[config.mk]
export PLATFORM = sky130hd
export DESIGN_NAME = hlc_plane_cell
export DESIGN_NICKNAME = d
export VERILOG_FILES = /design/src/design/hlc_pkg.sv /design/src/design/hlc_plane_cell.sv
export SDC_FILE = /design/constraint.sdc
export NUM_CORES = 1
export LEC_CHECK = 0
export ABC_AREA = 1
export BUFFER_PORTS_ARGS = -buffer_cell sky130_fd_sc_hd__buf_4
export CAP_MARGIN = 20
export CORE_AREA = 2 2 723 725
export CTS_BUF_LIST = sky130_fd_sc_hd__clkbuf_4 sky130_fd_sc_hd__clkbuf_8
export CTS_CLUSTER_SIZE = 8
export DETAILED_ROUTE_END_ITERATION = 10
export DIE_AREA = 0 0 725 727
export HOLD_SLACK_MARGIN = 0.12
export MAX_ROUTING_LAYER = met4
export RECOVER_POWER = 100
export SLEW_MARGIN = 20
export SYNTH_ARGS = -nofsm -noshare
export SYNTH_HDL_FRONTEND = slang
export SYNTH_SLANG_ARGS = --single-unit
[constraint.sdc]
create_clock -name i_clk -period 4.8 [get_ports i_clk]
set_input_delay 1.44 -clock i_clk [delete_from_list [all_inputs] [get_ports i_clk]]
set_output_delay 1.44 -clock i_clk [all_outputs]
set_load 0.01 [all_outputs]
[src/design/hlc_pkg.sv]
// ----------------------------------------------------------------------------
// hlc_pkg
// Shared types, constants and helper functions of the homogeneous line
// clipper: item and lane records, plane setup and output saturation.
// ----------------------------------------------------------------------------
package hlc_pkg;

    // Number of quotient bits produced by the divider chain.
    localparam int DIV_STEPS = 18;
    // Six clip planes, one division lane each.
    localparam int NUM_LANES = 6;
    // Cycles from the accepting edge to the edge at which the result is taken.
    localparam int LATENCY   = 3 + DIV_STEPS + NUM_LANES;

    localparam logic [16:0] Q_ONE      = 17'h10000;
    localparam logic [17:0] R_LIMIT    = 18'h20000;
    localparam logic [15:0] EPS_RESET  = 16'd7;

    // Original start point and endpoint deltas, carried down the chain.
    typedef struct packed {
        logic [3:0][31:0] s;
        logic [3:0][32:0] d;
    } t_item;

    // One plane test in flight through the divider.
    typedef struct packed {
        logic        neg;
        logic        den_neg;
        logic        skip;
        logic        kill;
        logic        sat;
        logic [48:0] rem;
        logic [33:0] dmag;
        logic [17:0] quo;
    } t_lane;

    typedef t_lane [NUM_LANES-1:0] t_lane_row;

    // Running parametric window.
    typedef struct packed {
        logic        ok;
        logic [16:0] t_in;
        logic [16:0] t_out;
    } t_clip;

    // Builds the lane record for one plane from its numerator and denominator.
    function automatic t_lane make_lane(logic [32:0] num, logic [33:0] den,
                                        logic [15:0] eps);
        t_lane       l;
        logic [32:0] nmag;
        logic [33:0] dmag;
        logic [33:0] nsum;
        l    = '0;
        nmag = num[32] ? (~num + 33'd1) : num;
        dmag = den[33] ? (~den + 34'd1) : den;
        nsum = {num[32], num} + {18'd0, eps};
        l.neg     = num[32] ^ den[33];
        l.den_neg = den[33];
        l.skip    = (dmag < {18'd0, eps}) || (den == '0);
        l.kill    = l.skip && nsum[33];
        l.sat     = ({3'd0, nmag} >= {dmag, 2'b00});
        l.rem     = {nmag, 16'd0};
        l.dmag    = dmag;
        l.quo     = '0;
        return l;
    endfunction

    // Saturates a 36-bit signed sum to the signed 32-bit range.
    function automatic logic [31:0] sat32(logic [35:0] v);
        logic [31:0] res;
        if (!v[35] && (v[34:31] != 4'd0)) begin
            res = 32'h7FFF_FFFF;
        end else if (v[35] && (v[34:31] != 4'hF)) begin
            res = 32'h8000_0000;
        end else begin
            res = v[31:0];
        end
        return res;
    endfunction

endpackage

[src/design/hlc_plane_cell.sv]
// ----------------------------------------------------------------------------
// hlc_plane_cell
// Liang-Barsky test of one clip plane: turns the lane quotient into a
// saturated ratio and narrows the entry and exit parameters.
// ----------------------------------------------------------------------------
module hlc_plane_cell
    import hlc_pkg::*;
#(
    parameter int LANE = 0
) (
    input  logic      i_clk,
    input  logic      i_rst_n,
    input  logic      i_valid,
    input  t_item     i_item,
    input  t_lane_row i_lanes,
    input  t_clip     i_clip,
    output logic      o_valid,
    output t_item     o_item,
    output t_lane_row o_lanes,
    output t_clip     o_clip
);

    logic      r_valid;
    t_item     r_item;
    t_lane_row r_lanes;
    t_clip     r_clip;
    t_clip     n_clip;

    // Ratio saturation and the window update.
    always_comb begin
        t_lane              ln;
        logic [18:0]        mag;
        logic signed [18:0] r;
        logic signed [18:0] tin;
        logic signed [18:0] tout;
        ln   = i_lanes[LANE];
        mag  = (ln.sat || (ln.quo > R_LIMIT)) ? {1'b0, R_LIMIT} : {1'b0, ln.quo};
        r    = ln.neg ? $signed(~mag + 19'd1) : $signed(mag);
        tin  = $signed({2'b00, i_clip.t_in});
        tout = $signed({2'b00, i_clip.t_out});
        n_clip = i_clip;
        if (i_clip.ok) begin
            if (ln.skip) begin
                n_clip.ok = !ln.kill;
            end else if (ln.den_neg) begin
                if (r > tout) begin
                    n_clip.ok = 1'b0;
                end else if (r > tin) begin
                    n_clip.t_in = r[16:0];
                end
            end else begin
                if (r < tin) begin
                    n_clip.ok = 1'b0;
                end else if (r < tout) begin
                    n_clip.t_out = r[16:0];
                end
            end
        end
    end

    always_ff @(posedge i_clk) begin
        if (!i_rst_n) begin
            r_valid <= 1'b0;
        end else begin
            r_valid <= i_valid;
        end
    end

    always_ff @(posedge i_clk) begin
        r_item  <= i_item;
        r_lanes <= i_lanes;
        r_clip  <= n_clip;
    end

    assign o_valid = r_valid;
    assign o_item  = r_item;
    assign o_lanes = r_lanes;
    assign o_clip  = r_clip;

    // A surviving line keeps an ordered window inside [0, 1].
    a_window_ordered: assert property (@(posedge i_clk) disable iff (!i_rst_n)
        r_valid && r_clip.ok |-> r_clip.t_in <= r_clip.t_out)
        else $error("clip window inverted");
    a_window_bound: assert property (@(posedge i_clk) disable iff (!i_rst_n)
        r_valid |-> r_clip.t_out <= Q_ONE)
        else $error("exit parameter above one");

endmodule

==> impl_metrics.csv <==
group,metric,value,unit
clocking,h-tree-depth,4,
pwr,netSwitchingPower,7030,uW
grt,grt_max_degree,25,
sta,grt_setup_unrepaired,"no",
setup_path,cp.required,5760,ps
setup_path,end_kind,"register",
synthesis,synth_cells,1308,
placement,placed_cells,10200,
sta,finalCritPeriodShare,0.871,
sta,relSlewSlack,-0.0502,
sta,setup_total_negative_slack,0,ps
final_layout,fin_nets,4418,
sta,timing.hold.ws,436,ps
final_layout,multi_input_area,1860,um^2
routing,vias,21200,
final_layout,fillers,60900,
clocking,cts.path.max_buffers,4,
sta,tightest_slew,1580,ps
final_layout,area_growth,118,%
setup_path,cp.arrival,5140,ps
clocking,cts_hold_buf,0,
final_layout,drive_above_1_share,0.329,
routing,postRouteAntennaNets,0,
floorplanning,pin_count,1866,
final_layout,layout.cells.non_filler,10900,
routing,first_pass_iters,4,
pwr,power_frac_clock,0.526,
pwr,seqPwrFrac,0.369,
synthesis,ys_types,32,
sta,fmax,0.239,GHz
floorplanning,start_util,0.0403,
placement,dp_hpwl,412,mm
pwr,comb_power_share,0.105,
routing,post_drt_wl_per_cell,40.5,um
floorplanning,fp-row-count,265,
grt,track_usage,0.167,
floorplanning,die_w,725,um
setup_path,worst-setup-path-type,"input pin to register",
clocking,path_clk_slew,70,ps
routing,route.detailed.drc,0,
placement,routabilityCongestion,0.972,
setup_path,start_kind,"input pin",
synthesis,syn_area,20900,um^2
routing,wl,442,mm
clocking,clockRootBuffer,"clkbuf_8",
outcome,violations,"capacitance limit, slew limit",
sta,setup_viol,0,
pwr,p_per_area,501,nW/um^2
floorplanning,die_y,727,um
final_layout,seqCellArea,18700,um^2
synthesis,synth.ff_latch_count,932,
synthesis,avgSynthCellArea,16.0,um^2
job,drv_cap,2,
floorplanning,die_area,527000,um^2
sta,slew_violations,2,
routing,drt-initial-drc-count,940,
pwr,internal_power,15800,uW
placement,place_ws,-446,ps
pwr,p_leak,0.0167,uW
pwr,peakVddDrop,363,uV
sta,hold_violations,0,
clocking,post_cts_resized,0,
grt,gr-total-overflow,0,
synthesis,ys_warn_count,0,
pwr,swShare,0.307,
grt,grt_pass1_wl,489,mm
clocking,clock-sinks,932,
min_path,holdCritPathClass,"input pin to register",
synthesis,seq_area_frac_synth,0.891,
clocking,cts_tree,"built",
setup_path,cp_max_fo,24,
grt,grt_pass1_vias,21300,
clocking,post_cts_buffers,0,
grt,antenna_found_initial,416,
synthesis,syn_nets,2277,
routing,via_per_inst,1.95,
sta,worst_slack,617,ps
floorplanning,core,519000,um^2
placement,port_buffers,1865,
outcome,status,"finished, violations left",
clocking,cts_buffers,223,
final_layout,final_util,0.0880,
sta,period_minus_slack,4180,ps
==> power by group through the flow <==
stage                     Clock [uW]  Sequential [uW]  Combinational, uW
final                          12000             8440               2400
after global routing           12900             8470               2580
after CTS                      12800             8460               3040
after detailed placement           0             8620               3030
after global placement             0             8620               3040
after floorplan                    0             8660                181
==> path summary, 6_finish.rpt <==
path,from,to,cells past startpoint
worst max-delay path,i_lanes[2],o_clip[25],27
worst min-delay path,i_lanes[508],o_lanes[508],1
==> kinds of logic after synthesis <==
group,count (synthesis),share of synthesized area
flops,932,0.891
simple gates,164,0.0386
buf+inv,88,0.0183
compound gates,74,0.0251
xor+xnor,15,0.00627
fa+ha+maj,35,0.0209
==> metrics by stage <==
stage | instance area [um^2] | total power (uW)
after global placement | 44000 | 11700
after global routing | 45600 | 24000
after detailed placement | 44000 | 11600
final | 45700 | 22900
after CTS | 49400 | 24300
after floorplan | 20900 | 8840
==> critical path, stage by stage <==
cell      delay (ps)
buf_4            110
nor2_1           180
nand2_1           70
nor2_1            90
nand3_1           80
nand2_1          130
buf_4            250
o21ai_0          170
nand2_1          130
o21ai_0          100
xor2_1           210
buf_4            160
ha_1             320
nand2_1           70
o21ai_0          200
nand3_1          100
nand4_1           90
nand2_1           60
a21boi_0         190
nand3_1          100
nand2_1           80
nand2_2           70
nor2_1           230
nand3_4          110
buf_6            220
nand2_2           90
o21ai_2           50
==> synth_stat cells (all sizes together) <==
library cell	n	area share
a211oi	2	0.00072
a21boi	2	0.00072
a21o	1	0.00036
a21oi	12	0.0029
and2	1	0.00030
buf	7	0.0038
clkbuf	3	0.00054
dfxtp	932	0.89
ha	35	0.021
inv	78	0.014
nand2	97	0.021
nand3	16	0.0057
nand3b	1	0.00036
nand4	8	0.0024
nor2	35	0.0072
nor3	4	0.00096
nor3b	1	0.00036
o211ai	1	0.00036
o21a	1	0.00036
o21ai	50	0.018
o31ai	4	0.0014
o41ai	1	0.00042
or2	1	0.00030
xnor2	1	0.00042
xor2	14	0.0059
==> sequential cells by signal, summed over array words and instances, names as in the netlist <==
register,cells
o_clip,35
o_item,260
o_lanes,636
o_valid,1
==> cell usage in the layout, fill, tap and decap left out, drive strengths merged, types with 2 or more instances in the layout <==
cell	n
clkinvlp	12
bufinv	29
nand2	97
diode	323
clkbuf	2144
o21ai	50
a21boi	2
dfxtp	932
a211oi	2
o31ai	4
xor2	14
buf	96
clkinv	45
a21oi	12
inv	86
nand4	8
nor3	4
ha	35
nand3	16
nor2	35
==> per-layer routing <==
layer	wire length [um]	vias up	GRT usage
li1	-	8896	-
met1	160000	9802	0.177
met2	187000	1931	0.247
met3	81500	598	0.125
met4	13700	0	0.0341
met5	0	-	-
==> final cells by class <==
type / count / area share
inverters: 78 / 0.00641
diodes: 323 / 0.0177
clock inverters: 94 / 0.0294
multi-input cells: 288 / 0.0408
repair buffers: 1926 / 0.219
well taps: 6942 / 0.190
clock buffers: 314 / 0.0884
flip-flops and latches: 932 / 0.408
(Power assumes the default switching activity.)
