--- src/design/hlc_pkg.sv ---
// ----------------------------------------------------------------------------
// hlc_pkg
// Shared types, constants and helper functions of the homogeneous line
// clipper: item and lane records, plane setup and output saturation.
// ----------------------------------------------------------------------------
package hlc_pkg;

    // Number of quotient bits produced by the divider chain.
    localparam int DIV_STEPS = 18;
    // Six clip planes, one division lane each.
    localparam int NUM_LANES = 6;
    // Cycles from the accepting edge to the edge at which the result is taken.
    localparam int LATENCY   = 3 + DIV_STEPS + NUM_LANES;

    localparam logic [16:0] Q_ONE      = 17'h10000;
    localparam logic [17:0] R_LIMIT    = 18'h20000;
    localparam logic [15:0] EPS_RESET  = 16'd7;

    // Original start point and endpoint deltas, carried down the chain.
    typedef struct packed {
        logic [3:0][31:0] s;
        logic [3:0][32:0] d;
    } t_item;

    // One plane test in flight through the divider.
    typedef struct packed {
        logic        neg;
        logic        den_neg;
        logic        skip;
        logic        kill;
        logic        sat;
        logic [48:0] rem;
        logic [33:0] dmag;
        logic [17:0] quo;
    } t_lane;

    typedef t_lane [NUM_LANES-1:0] t_lane_row;

    // Running parametric window.
    typedef struct packed {
        logic        ok;
        logic [16:0] t_in;
        logic [16:0] t_out;
    } t_clip;

    // Builds the lane record for one plane from its numerator and denominator.
    function automatic t_lane make_lane(logic [32:0] num, logic [33:0] den,
                                        logic [15:0] eps);
        t_lane       l;
        logic [32:0] nmag;
        logic [33:0] dmag;
        logic [33:0] nsum;
        l    = '0;
        nmag = num[32] ? (~num + 33'd1) : num;
        dmag = den[33] ? (~den + 34'd1) : den;
        nsum = {num[32], num} + {18'd0, eps};
        l.neg     = num[32] ^ den[33];
        l.den_neg = den[33];
        l.skip    = (dmag < {18'd0, eps}) || (den == '0);
        l.kill    = l.skip && nsum[33];
        l.sat     = ({3'd0, nmag} >= {dmag, 2'b00});
        l.rem     = {nmag, 16'd0};
        l.dmag    = dmag;
        l.quo     = '0;
        return l;
    endfunction

    // Saturates a 36-bit signed sum to the signed 32-bit range.
    function automatic logic [31:0] sat32(logic [35:0] v);
        logic [31:0] res;
        if (!v[35] && (v[34:31] != 4'd0)) begin
            res = 32'h7FFF_FFFF;
        end else if (v[35] && (v[34:31] != 4'hF)) begin
            res = 32'h8000_0000;
        end else begin
            res = v[31:0];
        end
        return res;
    endfunction

endpackage

--- src/design/hlc_div_cell.sv ---
// ----------------------------------------------------------------------------
// hlc_div_cell
// One restoring division step for all six plane lanes. Each cell settles
// one quotient bit and hands the partial remainder to the next cell.
// ----------------------------------------------------------------------------
module hlc_div_cell
    import hlc_pkg::*;
#(
    parameter int STEP = 0
) (
    input  logic      i_clk,
    input  logic      i_rst_n,
    input  logic      i_valid,
    input  t_item     i_item,
    input  t_lane_row i_lanes,
    output logic      o_valid,
    output t_item     o_item,
    output t_lane_row o_lanes
);

    logic      r_valid;
    t_item     r_item;
    t_lane_row r_lanes;
    t_lane_row n_lanes;

    // Trial subtraction of the shifted divisor in every lane.
    always_comb begin
        logic [51:0] diff;
        n_lanes = i_lanes;
        for (int l = 0; l < NUM_LANES; l++) begin
            diff = {3'd0, i_lanes[l].rem} - ({18'd0, i_lanes[l].dmag} << STEP);
            if (!diff[51]) begin
                n_lanes[l].rem       = diff[48:0];
                n_lanes[l].quo[STEP] = 1'b1;
            end
        end
    end

    // Valid bit is control state; the payload needs no reset.
    always_ff @(posedge i_clk) begin
        if (!i_rst_n) begin
            r_valid <= 1'b0;
        end else begin
            r_valid <= i_valid;
        end
    end

    always_ff @(posedge i_clk) begin
        r_item  <= i_item;
        r_lanes <= n_lanes;
    end

    assign o_valid = r_valid;
    assign o_item  = r_item;
    assign o_lanes = r_lanes;

endmodule

--- config.mk ---
export PLATFORM = sky130hd
export DESIGN_NAME = hlc_div_cell
export DESIGN_NICKNAME = d
export VERILOG_FILES = /design/src/design/hlc_pkg.sv /design/src/design/hlc_div_cell.sv
export SDC_FILE = /design/constraint.sdc
export NUM_CORES = 1
export LEC_CHECK = 0
export ABC_AREA = 1
export BUFFER_PORTS_ARGS = -buffer_cell sky130_fd_sc_hd__buf_2
export CAP_MARGIN = 15
export CELL_PAD_IN_SITES_DETAIL_PLACEMENT = 0
export CELL_PAD_IN_SITES_GLOBAL_PLACEMENT = 2
export CORE_AREA = 2 2 700 702
export DETAILED_ROUTE_END_ITERATION = 12
export DIE_AREA = 0 0 702 704
export GPL_TIMING_DRIVEN = 1
export MAX_ROUTING_LAYER = met4
export PLACE_DENSITY = 0.48
export SYNTH_ARGS = -nofsm -noshare
export SYNTH_HDL_FRONTEND = slang
export SYNTH_SLANG_ARGS = --single-unit
--- constraint.sdc ---
create_clock -name i_clk -period 1.8 [get_ports i_clk]
set_clock_uncertainty 0.2 [all_clocks]
set_input_delay 0.09 -clock i_clk [delete_from_list [all_inputs] [get_ports i_clk]]
set_output_delay 0.09 -clock i_clk [all_outputs]
set_load 0.01 [all_outputs]
==> impl_results.md <==
- Run status: finished with violations
- Violated checks: hold timing, setup timing
- CTS tree: built
- Int Pwr: a little under 50 mW
- Setup violations, final: 66
- Placed instance area: 73,460 sq um
- Initial antenna violation count: 125
- Setup repair after global routing missed its margin: yes
- Upper clock frequency limit: about 530 MHz
- Number of fill cells: 55,838
- Relative max-transition margin: 63.26%
- Smallest hold slack: -0.8392 ns
- Final std cells w/o fill: around 18,000
- Max Transition Viols Final: 0
- Post-layout total power: 73.60 mW
- Combinational fraction of design power: 29.6%
- Port Buf Inserts: 1,795
- Number of DRC violations after detailed routing: 0
- Fraction of final layout cells sized beyond drive strength 1: 35.79%
- Flip-flop cell with the highest count after synthesis: sky130_fd_sc_hd__dfxtp_1
- Count of yosys warnings during synthesis: 0
- Clock-pin slew reported for the worst setup and hold paths after clock tree synthesis: 0.06 ns
- Power per cell area: around 770 nW/um^2
- Core Region: 487,500 sq um
- Sum of net half-perimeters after detailed placement: 339,700 microns
- Sw Share: 33.48%
- Synth unique cells: 29
- Total Wirelength: between 300,000 and 400,000 microns
- Layout Utilization: 19.57%
- Most instantiated library cell after synthesis: sky130_fd_sc_hd__nand2_1
- Cell types with the largest area share after synthesis: sky130_fd_sc_hd__dfxtp_1, sky130_fd_sc_hd__nand2_1, sky130_fd_sc_hd__inv_1
- DIE AREA: 494,200 sq um
- Final Hold Fails: 220
- Weighted congestion reported at the end of routability-driven placement: around 0.87
- Min-Delay Path Class: input port to flop
- Die span in y: 704 microns
- Number of violations reported at the end of detailed-routing iteration 0: around 2,300
- Number of instances in the synthesized netlist: 6,593
- Switch Pwr: 24.64 mW
- Total gr overflow: 0
- CTS H-tree depth: 4
- Placed Cells incl. Taps: around 16,000
- Routed via count divided by cell count: 3.210
- Horizontal extent of the die: 702 microns
- Boundary Pins: between 1,500 and 2,000
- Total area of multi-input combinational cells: roughly 22,000 sq um
- Most area-hungry cell type in the Yosys netlist: sky130_fd_sc_hd__dfxtp_1
- Part of the power in the clock network: 39.1%
- First-pass GRT wire length: 513,800 microns
- FF+latch count, synth: 897
- Syn_nets: 7,702
- Seq/Total Area, Yosys: 40.82%
- Sinks on Clock Net: roughly 900
- Total routing usage reported by global routing: about 16%
- Sequential fraction of design power: 31.4%
- CP Data Arrival Time: 2.42 ns
- Number of routed nets with antenna violations: 0
- Placement Rows: roughly 260
- Worst IR drop on VDD: between 0.5 and 0.6 mV
- Final Instance Area: roughly 95,000 sq um
- Leakage: 48.12 nW
- Setup slack of the critical path after layout: -0.08114 ns
- Final critical delay including setup and external delays: between 1.5 and 2 ns
- Relative area change from synthesis to final layout: 116.9%
- Combined flip-flop and latch cell area: between 15,000 and 20,000 sq um
- Post-detailed-route wirelength per cell: 21.81 microns
- Cell chosen for the clock root: sky130_fd_sc_hd__clkbuf_16
- Startpoint kind of the worst setup timing path: input port
- Fraction of registers with async set/reset: 0%
- Initial cell density of the core: 9.025%
- Number of buffers added by the clock tree synthesis step: between 100 and 150
- Mapped cell area: 43,990 sq um
- Synth cell count leaders: sky130_fd_sc_hd__nand2_1, sky130_fd_sc_hd__inv_1, sky130_fd_sc_hd__dfxtp_1
- Via count: approximately 58,000
- Maximum number of pins on one net before global-route repair: 48
- Number of iterations in the first detailed-routing pass: 5
- Vias in the first global route: 60,781
- Max-cap violations: 0
- Top cell type's share of synthesized area: 40.82%
- Crit path capture type: flop
- Total number of nets in the final design: 12,513
- Number of flops mapped to enable cells by yosys: 0
- Maximum fanout encountered on the critical timing path: 7
- Required time reported for the critical path endpoint: 2.33 ns
- Worst-case clock buffer depth: 4
- Transition at the pin with the smallest max-transition slack: between 0.5 and 0.6 ns
- Mean post-synth cell area: between 6 and 7 sq um
- Ratio of final minimum period to clock period: 104.5%
- Class of the most critical setup path: input port to flop
-- area by class of cell --
cell class,count,area share [%]
repair buffers,4726,38.53
multi-input cells,4330,23.56
flip-flops and latches,897,19.21
well taps,6475,8.491
inverters,1312,5.198
clock buffers,177,3.983
clock inverters,62,0.8406
diodes,71,0.1862
-- critical path, cell delays in order --
cell and delay (ns):
sky130_fd_sc_hd__buf_2 0.10, sky130_fd_sc_hd__dlygate4sd3_1 0.61, sky130_fd_sc_hd__ha_4 0.33, sky130_fd_sc_hd__nand3_2 0.11, sky130_fd_sc_hd__nor2_2 0.12, sky130_fd_sc_hd__nand4_1 0.09, sky130_fd_sc_hd__nor2_1 0.13, sky130_fd_sc_hd__nand2_2 0.08
sky130_fd_sc_hd__nand3_4 0.11, sky130_fd_sc_hd__buf_12 0.15, sky130_fd_sc_hd__clkinv_8 0.10, sky130_fd_sc_hd__buf_6 0.20, sky130_fd_sc_hd__a21oi_2 0.18
-- metal layers --
metal / track usage [%] / wire length, microns / vias to the layer above
met3: 2.800 / 18650 / 438
met2: 27.67 / 195900 / 1431
met1: 17.84 / 164700 / 26659
met5: - / 0 / -
met4: 4.829 / 14570 / 0
li1: - / - / 29407
-- stage by stage --
step	setup WS [ns]	hold slack [ns]	TNS (ns)
finish	-0.08114	-0.8392	-1.975
CTS	-0.1067	-0.9549	-7.686
detailed placement	-0.8906	-0.006436	-195.93
global placement	-0.8878	-0.007738	-195.08
floorplan	-0.0003060	-0.08228	-0.0003060
global route	-0.08521	-0.9132	-4.695
-- kinds of logic after synthesis --
| family | count (synthesis) | share of synthesized area [%] |
|---|---|---|
| xor gates and xnor gates | 132 | 2.628 |
| DFF | 897 | 40.82 |
| AOI/OAI and AO/OA | 223 | 3.419 |
| and+or+nand+nor | 3765 | 34.71 |
| buffers and inverters | 1366 | 12.35 |
| adders and majority gates | 210 | 6.075 |
-- registers in the layout, summed over array words and instances, names as in the netlist --
signal and flops:
o_lanes 636, o_item 260, o_valid 1
-- worst paths after layout --
path,from,slack [ns],cells after the start,to
worst max-delay path,i_lanes[191],-0.08,13,o_lanes[194]$_DFF_P_
worst min-delay path,i_lanes[35],-0.84,1,o_lanes[35]$_DFF_P_
-- cells in the final DEF, fill, tap and decap left out, drive strengths merged --
cell type | synthesis | layout
fa | 6 | 6
nand3b | 40 | 40
nand3 | 375 | 375
inv | 1312 | 1319
a21boi | 6 | 6
o21bai | 10 | 10
xnor2 | 1 | 1
xor2 | 131 | 131
diode | 0 | 71
a21oi | 186 | 186
clkinv | 0 | 29
or2 | 30 | 30
dlygate4sd3 | 0 | 1420
buf | 54 | 3287
o21a | 4 | 4
nand4 | 63 | 63
nor3 | 35 | 35
and2 | 19 | 19
clkbuf | 0 | 194
nand2 | 2601 | 2601
bufinv | 0 | 13
nor3b | 2 | 2
dlymetal6s4s | 0 | 2
nor2 | 600 | 600
clkinvlp | 0 | 13
dfxtp | 897 | 897
ha | 204 | 204
o21ai | 17 | 17
-- power by group through the flow --
stage                     clock network, mW  logic [mW]  registers [mW]
after floorplan                           0        5.71            23.6
after detailed placement                  0        18.8            23.4
after global routing                   30.8        23.6            23.2
final                                  28.8        21.8            23.1
after CTS                              30.3        22.0            23.2
after global placement                    0        18.9            23.4
-- what timing repair did --
| action | CTS | global route |
|---|---|---|
| hold buffers | 1413 | 43 |
| gates cloned | 0 | 17 |
| hold endpoints to repair | 897 | 271 |
| endpoints found under the setup margin | 198 | 306 |
| gates resized for setup | 508 | 234 |
| pin swaps | 0 | 53 |
| setup buffers | 0 | 28 |
(Power assumes the default switching activity.)
